`src/char_class_range_set_defines.svh`:
```
// assertion macros for the character class range set
`ifndef CHAR_CLASS_RANGE_SET_DEFINES_SVH
`define CHAR_CLASS_RANGE_SET_DEFINES_SVH

`ifndef NO_ASSERTIONS
// check a property on every clock edge outside reset
`define CCRS_ASSERT(lbl, clk, rstn, prop) \
  lbl: assert property (@(posedge clk) disable iff (!rstn) prop) \
    else $error("ccrs assertion failed");
// check a property on every clock edge, reset included
`define CCRS_ASSERT_ALWAYS(lbl, clk, prop) \
  lbl: assert property (@(posedge clk) prop) else $error("ccrs assertion failed");
`else
`define CCRS_ASSERT(lbl, clk, rstn, prop)
`define CCRS_ASSERT_ALWAYS(lbl, clk, prop)
`endif

`endif

```
`src/ccrs_pkg.sv`:
```
// shared types and constants for the character class range set
`timescale 1ns / 1ps
package ccrs_pkg;

  localparam int CODE_W = 21;
  localparam int TOT_W  = CODE_W + 1;

  typedef enum logic [2:0] {
    CMD_ADD   = 3'd0,
    CMD_DEL   = 3'd1,
    CMD_TEST  = 3'd2,
    CMD_CASE  = 3'd3,
    CMD_COMP  = 3'd4,
    CMD_CLEAR = 3'd5,
    CMD_GETC  = 3'd6,
    CMD_GETR  = 3'd7
  } cmd_e;

  typedef enum logic [1:0] {
    ST_DONE     = 2'd0,
    ST_OUTSIDE  = 2'd1,
    ST_FULL     = 2'd2,
    ST_NOTFOUND = 2'd3
  } status_e;

  typedef enum logic [1:0] {
    PH_BEFORE = 2'd0,
    PH_MERGE  = 2'd1,
    PH_AFTER  = 2'd2
  } phase_e;

  typedef struct packed {
    logic [CODE_W-1:0] b;
    logic [CODE_W-1:0] e;
  } span_t;

  typedef struct packed {
    logic  valid;
    span_t span;
  } push_t;

  // running state of one pass over the table
  typedef struct packed {
    phase_e            phase;
    logic [CODE_W-1:0] mb;
    logic [CODE_W-1:0] me;
    logic [CODE_W:0]   cur;
    logic              stop;
    logic [CODE_W-1:0] pos;
    logic              hit;
    logic              found;
    logic [CODE_W-1:0] first;
    logic [CODE_W-1:0] last;
  } ctx_t;

endpackage

```
`src/ccrs_if.sv`:
```
// item channels of the character class range set
`timescale 1ns / 1ps
interface ccrs_in_if;
  import ccrs_pkg::*;
  logic              valid;
  logic              ready;
  logic [2:0]        command;
  logic [CODE_W-1:0] range_low;
  logic [CODE_W-1:0] range_high;
  logic [CODE_W-1:0] position;
  modport source (output valid, command, range_low, range_high, position, input ready);
  modport sink (input valid, command, range_low, range_high, position, output ready);
endinterface

interface ccrs_out_if;
  import ccrs_pkg::*;
  logic              valid;
  logic              ready;
  logic [1:0]        status;
  logic              hit;
  logic [CODE_W-1:0] first_char;
  logic [CODE_W-1:0] last_char;
  logic [4:0]        stored_ranges;
  logic [CODE_W-1:0] member_total;
  modport source (output valid, status, hit, first_char, last_char, stored_ranges,
                  member_total, input ready);
  modport sink (input valid, status, hit, first_char, last_char, stored_ranges,
                member_total, output ready);
endinterface

```
`src/char_class_range_set.sv`:
```
// top level: range table sequencer, configuration port and result register
//
//   channel  dir  handshake        carries
//   in_i     in   valid/ready      command, range_low, range_high, position
//   out_o    out  valid/ready      status, hit, first_char, last_char, counts
//   apb      in   psel/penable     universe_low (0x0), universe_high (0x4)
//
// an item reads each stored range in turn (READ, EVAL), with an extra PUSH2 step when a
// delete splits a range or an add merge closes ahead of a stored range, then FIN and DONE
// clear and an add outside the universe go straight to DONE; ready returns with the result
// the new table is built in the other ram bank and taken over by a bank flip
// reset empties the class; the ram needs no clearing
// a waiting result holds the sequencer in its last state until taken
`timescale 1ns / 1ps
`include "char_class_range_set_defines.svh"
module char_class_range_set #(
  parameter int MAX_SPANS = 16
) (
  input  logic             clk_i,
  input  logic             rst_ni,
  ccrs_in_if.sink          in_i,
  ccrs_out_if.source       out_o,
  input  logic             psel,
  input  logic             penable,
  input  logic             pwrite,
  input  logic [2:0]       paddr,
  input  logic [31:0]      pwdata,
  output logic [31:0]      prdata,
  output logic             pready
);
  import ccrs_pkg::*;

  localparam int IW = (MAX_SPANS > 1) ? $clog2(MAX_SPANS) : 1;
  localparam int CW = $clog2(MAX_SPANS + 1);
  localparam int AW = IW + 1;

  typedef enum logic [5:0] {
    S_IDLE  = 6'b000001,
    S_READ  = 6'b000010,
    S_EVAL  = 6'b000100,
    S_PUSH2 = 6'b001000,
    S_FIN   = 6'b010000,
    S_DONE  = 6'b100000
  } state_e;

  state_e            state_q, state_d;
  logic [CODE_W-1:0] ulo_q, uhi_q, lo, hi;
  logic [CW-1:0]     cnt_q, i_q, dcnt_q;
  logic              bank_q, ovf_q;
  logic [TOT_W-1:0]  total_q, acc_q;
  cmd_e              cmd_q, in_cmd;
  span_t             opnd_q, in_span, elem;
  status_e           stat_q, res_status;
  ctx_t              ctx_q, ctx_nx, ctx_init;
  push_t             pend_q, push0, push1, fin, push_sel;
  logic [CODE_W-1:0] a, z, sa, sz;
  logic              outside, accept, full, ram_we, modify, commit, done_fire;
  logic [TOT_W-1:0]  plen, new_total;
  logic [CW-1:0]     new_cnt;
  logic [2*CODE_W-1:0] rdata;
  logic              out_valid_q;
  logic [1:0]        o_status_q;
  logic              o_hit_q;
  logic [CODE_W-1:0] o_first_q, o_last_q, o_total_q;
  logic [4:0]        o_ranges_q;

  // configuration port
  assign pready = 1'b1;
  always_comb begin
    prdata = '0;
    if (paddr[2]) prdata[CODE_W-1:0] = uhi_q;
    else          prdata[CODE_W-1:0] = ulo_q;
  end

  always_ff @(posedge clk_i or negedge rst_ni) begin
    if (!rst_ni) begin
      ulo_q <= '0;
      uhi_q <= CODE_W'(255);
    end else if (psel && penable && pwrite) begin
      if (paddr[2]) uhi_q <= pwdata[CODE_W-1:0];
      else          ulo_q <= pwdata[CODE_W-1:0];
    end
  end

  // operand normalization at accept
  always_comb begin
    lo = (ulo_q > uhi_q) ? uhi_q : ulo_q;
    hi = (ulo_q > uhi_q) ? ulo_q : uhi_q;
    in_cmd = cmd_e'(in_i.command);
    a  = in_i.range_low;
    z  = in_i.range_high;
    sa = (a > z) ? z : a;
    sz = (a > z) ? a : z;
    outside = (sa > hi) || (sz < lo);
    in_span.b = sa;
    in_span.e = sz;
    if (in_cmd == CMD_ADD) begin
      if (sa < lo) in_span.b = lo;
      if (sz > hi) in_span.e = hi;
    end else if (in_cmd == CMD_CASE) begin
      in_span.b = a;
      in_span.e = a;
    end
    ctx_init       = '0;
    ctx_init.phase = PH_BEFORE;
    ctx_init.mb    = in_span.b;
    ctx_init.me    = in_span.e;
    ctx_init.cur   = {1'b0, lo};
    ctx_init.pos   = in_i.position;
  end

  assign in_i.ready = (state_q == S_IDLE);
  assign accept     = in_i.valid && in_i.ready;

  ccrs_span_unit u_unit (
    .cmd_i       (cmd_q),
    .opnd_i      (opnd_q),
    .hi_i        (hi),
    .elem_i      (elem),
    .idx_match_i (CODE_W'(i_q) == ctx_q.pos),
    .ctx_i       (ctx_q),
    .ctx_o       (ctx_nx),
    .push0_o     (push0),
    .push1_o     (push1),
    .fin_o       (fin)
  );

  // new ranges go into the spare bank, at most one per cycle, until it is full
  always_comb begin
    push_sel = '0;
    unique case (state_q)
      S_EVAL:  push_sel = push0;
      S_PUSH2: push_sel = pend_q;
      S_FIN:   push_sel = fin;
      default: push_sel = '0;
    endcase
    full   = (dcnt_q == CW'(MAX_SPANS));
    ram_we = push_sel.valid && !full;
    plen   = {1'b0, push_sel.span.e} - {1'b0, push_sel.span.b} + 1'b1;
  end

  ccrs_ram #(
    .WIDTH (2 * CODE_W),
    .DEPTH (2 ** AW)
  ) u_ram (
    .clk_i   (clk_i),
    .we_i    (ram_we),
    .waddr_i ({~bank_q, dcnt_q[IW-1:0]}),
    .wdata_i (push_sel.span),
    .raddr_i ({bank_q, i_q[IW-1:0]}),
    .rdata_o (rdata)
  );
  assign elem = span_t'(rdata);

  // result forming
  always_comb begin
    done_fire = (state_q == S_DONE) && (!out_valid_q || out_o.ready);
    modify    = (cmd_q == CMD_ADD) || (cmd_q == CMD_DEL) || (cmd_q == CMD_COMP);
    commit    = modify && (stat_q == ST_DONE) && !ovf_q;
    if (cmd_q == CMD_CLEAR) begin
      new_cnt   = '0;
      new_total = '0;
    end else if (commit) begin
      new_cnt   = dcnt_q;
      new_total = acc_q;
    end else begin
      new_cnt   = cnt_q;
      new_total = total_q;
    end
    priority if (stat_q == ST_OUTSIDE) res_status = ST_OUTSIDE;
    else if (modify && ovf_q) res_status = ST_FULL;
    else if ((cmd_q == CMD_GETC || cmd_q == CMD_GETR) && !ctx_q.found)
      res_status = ST_NOTFOUND;
    else res_status = ST_DONE;
  end

  always_comb begin
    state_d = state_q;
    unique case (state_q)
      S_IDLE: begin
        if (accept) begin
          if ((in_cmd == CMD_ADD && outside) || in_cmd == CMD_CLEAR) state_d = S_DONE;
          else state_d = S_READ;
        end
      end
      S_READ:  state_d = (i_q < cnt_q) ? S_EVAL : S_FIN;
      S_EVAL:  state_d = push1.valid ? S_PUSH2 : S_READ;
      S_PUSH2: state_d = S_READ;
      S_FIN:   state_d = S_DONE;
      S_DONE:  if (done_fire) state_d = S_IDLE;
      default: state_d = S_IDLE;
    endcase
  end

  always_ff @(posedge clk_i or negedge rst_ni) begin
    if (!rst_ni) begin
      state_q     <= S_IDLE;
      cnt_q       <= '0;
      total_q     <= '0;
      bank_q      <= 1'b0;
      i_q         <= '0;
      dcnt_q      <= '0;
      ovf_q       <= 1'b0;
      acc_q       <= '0;
      out_valid_q <= 1'b0;
    end else begin
      state_q <= state_d;
      if (accept) begin
        i_q    <= '0;
        dcnt_q <= '0;
        ovf_q  <= 1'b0;
        acc_q  <= '0;
      end
      if ((state_q == S_EVAL && !push1.valid) || state_q == S_PUSH2) begin
        i_q <= i_q + 1'b1;
      end
      if (push_sel.valid) begin
        acc_q <= acc_q + plen;
        if (full) ovf_q  <= 1'b1;
        else      dcnt_q <= dcnt_q + 1'b1;
      end
      if (done_fire) begin
        cnt_q   <= new_cnt;
        total_q <= new_total;
        if (commit) bank_q <= ~bank_q;
        out_valid_q <= 1'b1;
      end else if (out_o.ready) begin
        out_valid_q <= 1'b0;
      end
    end
  end

  // payload registers
  always_ff @(posedge clk_i) begin
    if (accept) begin
      cmd_q  <= in_cmd;
      opnd_q <= in_span;
      ctx_q  <= ctx_init;
      stat_q <= (in_cmd == CMD_ADD && outside) ? ST_OUTSIDE : ST_DONE;
    end
    if (state_q == S_EVAL) begin
      ctx_q  <= ctx_nx;
      pend_q <= push1;
    end
    if (done_fire) begin
      o_status_q <= res_status;
      o_hit_q    <= ctx_q.hit;
      o_first_q  <= ctx_q.first;
      o_last_q   <= ctx_q.last;
      o_ranges_q <= 5'(new_cnt);
      o_total_q  <= new_total[CODE_W] ? {CODE_W{1'b1}} : new_total[CODE_W-1:0];
    end
  end

  assign out_o.valid         = out_valid_q;
  assign out_o.status        = o_status_q;
  assign out_o.hit           = o_hit_q;
  assign out_o.first_char    = o_first_q;
  assign out_o.last_char     = o_last_q;
  assign out_o.stored_ranges = o_ranges_q;
  assign out_o.member_total  = o_total_q;

  `CCRS_ASSERT(a_cnt_bound, clk_i, rst_ni, cnt_q <= CW'(MAX_SPANS))
  `CCRS_ASSERT(a_dcnt_bound, clk_i, rst_ni, dcnt_q <= CW'(MAX_SPANS))
  `CCRS_ASSERT(a_ovf_full, clk_i, rst_ni, ovf_q |-> dcnt_q == CW'(MAX_SPANS))
  `CCRS_ASSERT(a_busy_after_accept, clk_i, rst_ni, accept |=> state_q != S_IDLE)
  `CCRS_ASSERT(a_write_state, clk_i, rst_ni, ram_we |-> (state_q == S_EVAL || state_q == S_PUSH2 || state_q == S_FIN))
endmodule

```
`src/ccrs_ram.sv`:
```
// generic single write, single read ram with registered read data
`timescale 1ns / 1ps
module ccrs_ram #(
  parameter int WIDTH = 8,
  parameter int DEPTH = 4
) (
  input  logic                     clk_i,
  input  logic                     we_i,
  input  logic [$clog2(DEPTH)-1:0] waddr_i,
  input  logic [WIDTH-1:0]         wdata_i,
  input  logic [$clog2(DEPTH)-1:0] raddr_i,
  output logic [WIDTH-1:0]         rdata_o
);
  logic [WIDTH-1:0] mem_q [DEPTH];
  logic [WIDTH-1:0] rdata_q;

  always_ff @(posedge clk_i) begin
    if (we_i) begin
      mem_q[waddr_i] <= wdata_i;
    end
    rdata_q <= mem_q[raddr_i];
  end

  assign rdata_o = rdata_q;
endmodule

```
`src/ccrs_span_unit.sv`:
```
// per-range evaluation step shared by all commands
`timescale 1ns / 1ps
module ccrs_span_unit (
  input  ccrs_pkg::cmd_e             cmd_i,
  input  ccrs_pkg::span_t            opnd_i,
  input  logic [ccrs_pkg::CODE_W-1:0] hi_i,
  input  ccrs_pkg::span_t            elem_i,
  input  logic                       idx_match_i,
  input  ccrs_pkg::ctx_t             ctx_i,
  output ccrs_pkg::ctx_t             ctx_o,
  output ccrs_pkg::push_t            push0_o,
  output ccrs_pkg::push_t            push1_o,
  output ccrs_pkg::push_t            fin_o
);
  import ccrs_pkg::*;

  logic [CODE_W:0]   eb, ee, ob, oe, len;
  logic [CODE_W-1:0] alt;
  logic              letter, cov_a, cov_alt;

  always_comb begin
    eb  = {1'b0, elem_i.b};
    ee  = {1'b0, elem_i.e};
    ob  = {1'b0, opnd_i.b};
    oe  = {1'b0, opnd_i.e};
    len = ee - eb + 1'b1;
    alt = opnd_i.b ^ CODE_W'(32);
    letter = (opnd_i.b >= CODE_W'(65) && opnd_i.b <= CODE_W'(90)) ||
             (opnd_i.b >= CODE_W'(97) && opnd_i.b <= CODE_W'(122));
    cov_a   = (opnd_i.b >= elem_i.b) && (opnd_i.b <= elem_i.e);
    cov_alt = (alt >= elem_i.b) && (alt <= elem_i.e);
    ctx_o   = ctx_i;
    push0_o = '0;
    push1_o = '0;
    fin_o   = '0;
    unique case (cmd_i)
      CMD_ADD: begin
        if (ctx_i.phase != PH_AFTER) begin
          fin_o.valid  = 1'b1;
          fin_o.span.b = ctx_i.mb;
          fin_o.span.e = ctx_i.me;
        end
        if (ctx_i.phase == PH_AFTER ||
            (ctx_i.phase == PH_BEFORE && ee + 1'b1 < ob)) begin
          push0_o.valid = 1'b1;
          push0_o.span  = elem_i;
        end else if (eb <= {1'b0, ctx_i.me} + 1'b1) begin
          ctx_o.phase = PH_MERGE;
          if (elem_i.b < ctx_i.mb) ctx_o.mb = elem_i.b;
          if (elem_i.e > ctx_i.me) ctx_o.me = elem_i.e;
        end else begin
          // merged range closes, then the stored one follows
          push0_o.valid  = 1'b1;
          push0_o.span.b = ctx_i.mb;
          push0_o.span.e = ctx_i.me;
          push1_o.valid  = 1'b1;
          push1_o.span   = elem_i;
          ctx_o.phase    = PH_AFTER;
        end
      end
      CMD_DEL: begin
        if (ee < ob || eb > oe) begin
          push0_o.valid = 1'b1;
          push0_o.span  = elem_i;
        end else begin
          if (eb < ob) begin
            push0_o.valid  = 1'b1;
            push0_o.span.b = elem_i.b;
            push0_o.span.e = opnd_i.b - 1'b1;
          end
          if (ee > oe) begin
            push1_o.valid  = 1'b1;
            push1_o.span.b = opnd_i.e + 1'b1;
            push1_o.span.e = elem_i.e;
          end
        end
      end
      CMD_TEST: begin
        if (opnd_i.b >= elem_i.b && opnd_i.e <= elem_i.e) ctx_o.hit = 1'b1;
      end
      CMD_CASE: begin
        if (cov_a || (letter && cov_alt)) ctx_o.hit = 1'b1;
      end
      CMD_COMP: begin
        if (ctx_i.cur <= {1'b0, hi_i}) begin
          fin_o.valid  = 1'b1;
          fin_o.span.b = ctx_i.cur[CODE_W-1:0];
          fin_o.span.e = hi_i;
        end
        if (!ctx_i.stop && ee >= ctx_i.cur) begin
          if (elem_i.b > hi_i) begin
            ctx_o.stop = 1'b1;
          end else begin
            if (eb > ctx_i.cur) begin
              push0_o.valid  = 1'b1;
              push0_o.span.b = ctx_i.cur[CODE_W-1:0];
              push0_o.span.e = elem_i.b - 1'b1;
            end
            ctx_o.cur = ee + 1'b1;
          end
        end
      end
      CMD_GETC: begin
        if (!ctx_i.found) begin
          if ({1'b0, ctx_i.pos} < len) begin
            ctx_o.found = 1'b1;
            ctx_o.first = elem_i.b + ctx_i.pos;
            ctx_o.last  = elem_i.b + ctx_i.pos;
          end else begin
            ctx_o.pos = ctx_i.pos - len[CODE_W-1:0];
          end
        end
      end
      CMD_GETR: begin
        if (!ctx_i.found && idx_match_i) begin
          ctx_o.found = 1'b1;
          ctx_o.first = elem_i.b;
          ctx_o.last  = elem_i.e;
        end
      end
      CMD_CLEAR: begin
        ctx_o = ctx_i;
      end
      default: begin
        ctx_o = ctx_i;
      end
    endcase
  end
endmodule

```
`src/flat_wrapper.sv`:
```
// flat-port wrapper written by rule: the top's interface ports become plain ports
module char_class_range_set_flat import ccrs_pkg::*;
#(
  parameter int MAX_SPANS = 16
)
  (clk_i, rst_ni, psel, penable, pwrite, paddr, pwdata, prdata, pready, in_i_valid, in_i_command, in_i_range_low, in_i_range_high, in_i_position, in_i_ready, out_o_valid, out_o_status, out_o_hit, out_o_first_char, out_o_last_char, out_o_stored_ranges, out_o_member_total, out_o_ready);
  ccrs_in_if in_i_i ();
  ccrs_out_if out_o_i ();
  input  logic clk_i;
  input  logic rst_ni;
  input  logic psel;
  input  logic penable;
  input  logic pwrite;
  input  logic [2:0] paddr;
  input  logic [31:0] pwdata;
  output logic [31:0] prdata;
  output logic pready;
  input wire logic [$bits(in_i_i.valid)-1:0] in_i_valid;
  input wire logic [$bits(in_i_i.command)-1:0] in_i_command;
  input wire logic [$bits(in_i_i.range_low)-1:0] in_i_range_low;
  input wire logic [$bits(in_i_i.range_high)-1:0] in_i_range_high;
  input wire logic [$bits(in_i_i.position)-1:0] in_i_position;
  output wire logic [$bits(in_i_i.ready)-1:0] in_i_ready;
  output wire logic [$bits(out_o_i.valid)-1:0] out_o_valid;
  output wire logic [$bits(out_o_i.status)-1:0] out_o_status;
  output wire logic [$bits(out_o_i.hit)-1:0] out_o_hit;
  output wire logic [$bits(out_o_i.first_char)-1:0] out_o_first_char;
  output wire logic [$bits(out_o_i.last_char)-1:0] out_o_last_char;
  output wire logic [$bits(out_o_i.stored_ranges)-1:0] out_o_stored_ranges;
  output wire logic [$bits(out_o_i.member_total)-1:0] out_o_member_total;
  input wire logic [$bits(out_o_i.ready)-1:0] out_o_ready;
  assign in_i_i.valid = in_i_valid;
  assign in_i_i.command = in_i_command;
  assign in_i_i.range_low = in_i_range_low;
  assign in_i_i.range_high = in_i_range_high;
  assign in_i_i.position = in_i_position;
  assign in_i_ready = in_i_i.ready;
  assign out_o_valid = out_o_i.valid;
  assign out_o_status = out_o_i.status;
  assign out_o_hit = out_o_i.hit;
  assign out_o_first_char = out_o_i.first_char;
  assign out_o_last_char = out_o_i.last_char;
  assign out_o_stored_ranges = out_o_i.stored_ranges;
  assign out_o_member_total = out_o_i.member_total;
  assign out_o_i.ready = out_o_ready;
  char_class_range_set #(.MAX_SPANS(MAX_SPANS)) u_core (.clk_i(clk_i), .rst_ni(rst_ni), .in_i(in_i_i), .out_o(out_o_i), .psel(psel), .penable(penable), .pwrite(pwrite), .paddr(paddr), .pwdata(pwdata), .prdata(prdata), .pready(pready));
endmodule
```
`config.mk`:
```
export PLATFORM = sky130hd
export DESIGN_NAME = char_class_range_set_flat
export DESIGN_NICKNAME = d
export VERILOG_FILES = /design/src/ccrs_pkg.sv /design/src/ccrs_if.sv /design/src/char_class_range_set.sv /design/src/ccrs_ram.sv /design/src/ccrs_span_unit.sv /design/src/flat_wrapper.sv
export VERILOG_INCLUDE_DIRS = /design/src /design/src/src
export SDC_FILE = /design/constraint.sdc
export NUM_CORES = 2
export LEC_CHECK = 0
export ABC_AREA = 1
export BUFFER_PORTS_ARGS = -buffer_cell sky130_fd_sc_hd__buf_2
export CAP_MARGIN = 10
export CORE_MARGIN = 1
export CORE_UTILIZATION = 39
export DETAILED_ROUTE_END_ITERATION = 8
export GPL_TIMING_DRIVEN = 0
export PLACE_DENSITY = 0.51
export SYNTH_ARGS = -nofsm -noshare
export SYNTH_HDL_FRONTEND = slang
export SYNTH_SLANG_ARGS = --single-unit
```
`constraint.sdc`:
```
create_clock -name clk_i -period 9.9 [get_ports clk_i]
set_input_delay 1.485 -clock clk_i [delete_from_list [all_inputs] [get_ports clk_i]]
set_output_delay 1.485 -clock clk_i [all_outputs]
set_load 0.005 [all_outputs]
```
# After elaboration in Yosys (flattened, before gate mapping)
# Memories as Yosys holds them, arrays and structs flattened. A register that Yosys moved wholly into a read port is not among the register bits.
# Index checks and enable logic that the tools add are counted.
[op_classes]
addsub = 14
reduce_logical = 58
n_lt_le_gt_ge = 29
n_mux = 75
eq_ne = 41
bitwise = 3
[ops]
columns = ["op", "count"]
rows = [
  ["43-bit 2-to-1 mux", 16],
  ["132-bit 2-to-1 mux", 2],
  ["43-bit case mux with 2 select lines", 3],
  ["43-bit case mux with 3 select lines", 2],
  ["21-bit 2-to-1 mux", 12],
  ["21-bit > comparator", 8],
  ["42-bit 2-to-1 mux", 3],
  ["22-bit 2-to-1 mux", 5],
  ["21-bit < comparator", 5],
  ["44-bit 2-to-1 mux", 2],
  ["21-bit <= comparator", 3],
  ["23-bit 2-to-1 mux", 2],
  ["21-bit by 1-bit adder with 22-bit output, second input constant", 2],
  ["22-bit by 1-bit adder with 22-bit output, second input constant", 2],
  ["21-bit by 21-bit subtractor with 22-bit output", 2],
  ["21-bit greater-or-equal comparator", 2],
  ["21-bit by 7-bit greater-or-equal comparator with 1-bit output, second input constant", 2],
  ["21-bit by 7-bit <= comparator with 1-bit output, second input constant", 2],
  ["21-bit by 1-bit subtractor with 21-bit output, second input constant", 2],
  ["5-bit 2-to-1 mux", 8],
  ["6-bit case mux with 6 select lines", 1],
  ["22-bit adder", 1],
  ["21-bit by 22-bit greater-or-equal comparator with 1-bit output", 1],
  ["21-bit by 22-bit > comparator with 1-bit output", 1],
  ["42 further kinds", 131],
]
[totals]
memories = 1
wordCells = 255
input_bits = 108
out_inout_bits = 106
mem_bits_rw = 1344
regBits = 403
[memory_table]
columns = ["memory", "depth", "width", "rd", "rd_ports_with_merged_regs", "write_ports", "line", "rtl"]
rows = [
  ["u_core.u_ram.mem_q", 32, 42, 1, 1, 1, "ccrs_ram.sv:14", "logic [WIDTH-1:0] mem_q [DEPTH];"],
]

# Longest topological paths before layout
[depth]
depth_word = 11
ltp_mapped = 50
depth_no_buf = 47

# Modules after synthesis
# A second synthesis with hierarchy kept.
[hier_totals]
hier_cells = 10421
area_unflattened_um2 = 95920.7
[modules_own_cells]
columns = ["mod", "seq_area_each_um2", "n_inst", "area_each_um2", "cells_per_inst"]
rows = [
  ["ccrs_ram", 41199.5, 1, 55024.0, 4625],
  ["char_class_range_set", 11532.3, 1, 23114.7, 2640],
  ["ccrs_span_unit", 0.0, 1, 17782.1, 3156],
]

# Worst setup path after synthesis
# No wires, ideal clock.
[synth_timing]
kind = "reg-to-reg"
from = "reg u_core.uhi_q[4]"
to = "reg u_core.acc_q[15]"
period_less_slack_ps = 6872
required_time_ps = 9834
setup_ps = 66
path_stages_with_launch = 42
arrival_time_ps = 6806
n_path_buf = 4
setup_slack_ps = 3028
path_cell_list = "dfstp_2 > inv_1 > ha_1 > a21oi_1 > nand3_1 > nand2_1 > nand3_1 > nand2_1 > buf_2 > buf_1 > nand2_1 > o21ai_0 > inv_1 > ha_1 > nand4_1 > nor2_1 > o21ai_0 > nand3_1 > (+6 left out) > o221ai_1 > nand2_1 > nand2_1 > fa_1 > inv_1 > ha_1 > a21oi_1 > o21ai_0 > nand2_1 > nand2_1 > a21oi_1 > o21ai_0 > a21boi_0 > o21ai_0 > a21oi_1 > xnor2_1 > nand2_1 > nand2_1"
[synth_rtl]
columns = ["item", "line", "rtl"]
rows = [
  ["start, declared", "char_class_range_set.sv:47", "logic [CODE_W-1:0] ulo_q, uhi_q, lo, hi;"],
  ["start signal, assigned", "char_class_range_set.sv:80", "if (paddr[2]) uhi_q <= pwdata[CODE_W-1:0];"],
  ["end signal, assigned", "char_class_range_set.sv:218", "acc_q <= acc_q + plen;"],
  ["end, declared", "char_class_range_set.sv:50", "logic [TOT_W-1:0] total_q, acc_q;"],
]

==> flow_summary.json <==
{
  "dr.pass1.iters": 9,
  "p_comb_frac": 0.358,
  "dpl_cell_area_um2": 96900,
  "rows": 175,
  "clk_path_buf_depth": 3,
  "hp-start": "u_core.ctx_q[34]$_SDFFCE_PN0P_",
  "max-cap-violations": 0,
  "worst-setup-path-type": "register to register",
  "hpwl_um": 298000,
  "hold_class": "register to register",
  "regArea_um2": 52700,
  "report.final.slew_viol_count": 0,
  "clkPwrFrac": 0.276,
  "synth_top_area_cell": "edfxtp_1",
  "synth-main-ff-cell": "edfxtp_1",
  "synth_most_common_cell": "edfxtp_1",
  "antenna_found_initial": 26,
  "dieWidth_um": 481,
  "multi_input_area_um2": 32900,
  "peakVddDrop_mv": 0.231,
  "yosysWarnings": 0,
  "power_density_nw_per_um2": 256,
  "crit_fanout": 33,
  "internal_power_mw": 15.7,
  "synthXorXnorAreaFrac": 0.0137,
  "clk_pin_slew_ns": 0.06,
  "cellLeakagePower_nw": 36.0,
  "synth_edf_count": 1636,
  "synth_cell_types": 60,
  "critPathArrivalTime_ns": 10.23,
  "yosys.area_share.simple": 0.130,
  "avgViaCountPerCell": 5.99,
  "avgSynthCellArea_um2": 10.5,
  "yosys-top-cells-count": "1636 x edfxtp_1, 1190 x nand2_1, 1134 x o21ai_0",
  "die-area_um2": 231000,
  "hold_viol_final": 0,
  "whs_ns": 0.418,
  "cts_buffers": 192,
  "crit_top_cell": "nand2_1",
  "synth_async_sr_flop_share": 0.0615,
  "drt-total-wl_um": 396000,
  "coreArea_um2": 227000,
  "period_minus_slack_ns": 9.47,
  "hold_buffers": 0,
  "worst_slew_pin_slew_ns": 1.40,
  "syn_area_um2": 89300,
  "area_growth_pct": 15.8,
  "synth.top_cell.area_share": 0.550,
  "synth_top_family_by_area": "compound AO/OA/AOI/OAI gates",
  "setup_viol": 0,
  "seq_power_share": 0.366,
  "design_area_um2": 103000,
  "setup_slack_ns": 0.427,
  "cts-root-buf": "clkbuf_16",
  "synth_area_leaders": "edfxtp_1 55%, ha_1 7.3%, o21ai_0 6.4%",
  "fin_nets": 9663,
  "initial_utilization": 0.393,
  "regToRegSetupSlack_ns": 0.43,
  "drive_gt1_frac": 0.0842,
  "overflow": 0,
  "remaining_drc_errors": 0,
  "clk_latency_ns": 0.91,
  "grt_max_degree": 86,
  "cp-end-kind": "register",
  "grt_pass1_wl_um": 539000,
  "timing.setup.tns_ns": 0,
  "portBuffers": 188,
  "yosysSeqAreaShare": 0.590,
  "htree_levels": 4,
  "fmaxAchievable_mhz": 106,
  "p_sw_mw": 10.8,
  "startpoint_type": "register",
  "grt_usage": 0.336,
  "antenna_left": 0,
  "crit_required_ns": 10.66,
  "drt_iter0_markers": 9900,
  "syn_inst": 8499,
  "synth_fa_ha_area_frac": 0.0779,
  "status": "completed",
  "post-route-period-util": 0.957,
  "final_util": 0.455,
  "slowest_delay_ns": 0.70,
  "skew_ns": 0.0771,
  "crit_path_start": "u_core.uhi_q[2]$_DFFE_PN1P_",
  "ys_ff_latch": 1788,
  "r2r_start": "u_core.uhi_q[2]$_DFFE_PN1P_",
  "wire_per_inst_um": 32.5,
  "fillers": 21500,
  "synthMuxAreaShare": 0,
  "grt_pass1_vias": 68300,
  "top_level_ports": 214,
  "switching_share": 0.408,
  "via_count": 73000,
  "die_h_um": 481,
  "cts_tree": "built",
  "rsz0062_at_grt": "no",
  "synth_compound_area_frac": 0.142,
  "relSlewSlack": 0.0623,
  "cts.sinks": 1788,
  "place.gp.congestion": 1.04,
  "place_ws_ns": -0.818,
  "slowest_stage": "nand2_2"
}
-- cells by family (layout without fill, tap and decap cells) --
group / after synthesis / count (layout)
AO/OA/AOI/OAI: 2144 / 2144
XOR/XNOR: 140 / 140
adder cells (fa/ha/maj): 542 / 542
buffers and inverters: 1072 / 1736
flip-flops: 1788 / 1788
other: 2 / 23
AND/OR/NAND/NOR: 2811 / 2811
-- power groups by stage --
stage	Sequential [mW]	Clock, mW	Combinational, mW
floorplan	9.23	0	5.86
global placement	9.85	0	8.98
detailed placement	9.81	0	9.22
CTS	9.66	7.39	9.27
global route	9.68	7.68	10.3
finish	9.70	7.33	9.48
-- per-stage QoR --
stage	cells	power, mW
3_5_place_dp	11800	19.0
3_3_place_gp	11700	18.8
6_report	12200	26.5
2_1_floorplan	8509	15.1
5_1_grt	12200	27.7
4_1_cts	12200	26.3
-- routing by layer --
metal / GRT usage / wire length, um / up-vias
met2: 0.513 / 174000 / 4073
met4: 0.218 / 29300 / 10
li1: - / - / 31800
met5: 0 / 72 / -
met1: 0.433 / 155000 / 36300
met3: 0.0697 / 36900 / 917
-- repair_timing --
action                     CTS  global route
gates resized for setup     10            22
buffers inserted             0             0
setup endpoints to repair   13            12
-- final cells by class --
class / instances / share of cell area
clock inverter: 118 / 0.0121
sequential: 1788 / 0.510
buffer: 437 / 0.0169
antenna: 11 / 0.000266
tap: 3009 / 0.0364
inverter: 635 / 0.0231
timing repair buffer: 310 / 0.0338
multi-input combinational: 5649 / 0.318
clock buffer: 236 / 0.0490
-- worst max-delay path: cells and delay by family, from the launching register on --
kind | cells | cell delay (ns)
fa+ha+maj | 4 | 1.63
compound gates | 7 | 1.57
buf+inv | 7 | 1.72
flops | 1 | 0.56
xor+xnor | 1 | 0.14
simple gates | 19 | 3.73
-- path summary, 6_finish.rpt --
check	cells past startpoint	endpoint
max in group asynchronous	2	u_core.acc_q[19]$_DFFE_PN0P_
max reg2reg	38	u_core.acc_q[16]$_DFFE_PN0P_
max	38	u_core.acc_q[16]$_DFFE_PN0P_
min	0	u_core.out_o.first_char[13]$_DFFE_PP_
min reg2reg	0	u_core.out_o.first_char[13]$_DFFE_PP_
min in group asynchronous	1	u_core.uhi_q[17]$_DFFE_PN0P_
-- cells in the final DEF, fill, tap and decap left out, types with 201 or more instances in the layout --
cell / Yosys / final
a21oi_1: 297 / 294
buf_2: 13 / 201
clkbuf_1: 373 / 398
edfxtp_1: 1636 / 1636
ha_1: 518 / 518
inv_1: 625 / 623
nand2_1: 1190 / 1148
nand3_1: 314 / 314
nor2_1: 1048 / 1013
o21ai_0: 1134 / 1126
o221ai_1: 281 / 281
-- sequential cells by signal, indices dropped and copies added, names as in the netlist, 6 cells and up --
| name | cells |
|---|---|
| u_core.ctx_q | 132 |
| u_core.ulo_q | 21 |
| u_core.total_q | 22 |
| u_core.out_o.first_char | 21 |
| u_core.opnd_q | 42 |
| u_core.out_o.last_char | 21 |
| u_core.u_ram.mem_q | 1344 |
| u_core.pend_q | 43 |
| u_core.u_ram.rdata_o | 42 |
| u_core.out_o.member_total | 21 |
| u_core.state_q | 6 |
| u_core.acc_q | 22 |
| u_core.uhi_q | 21 |
(Power assumes the default switching activity.)
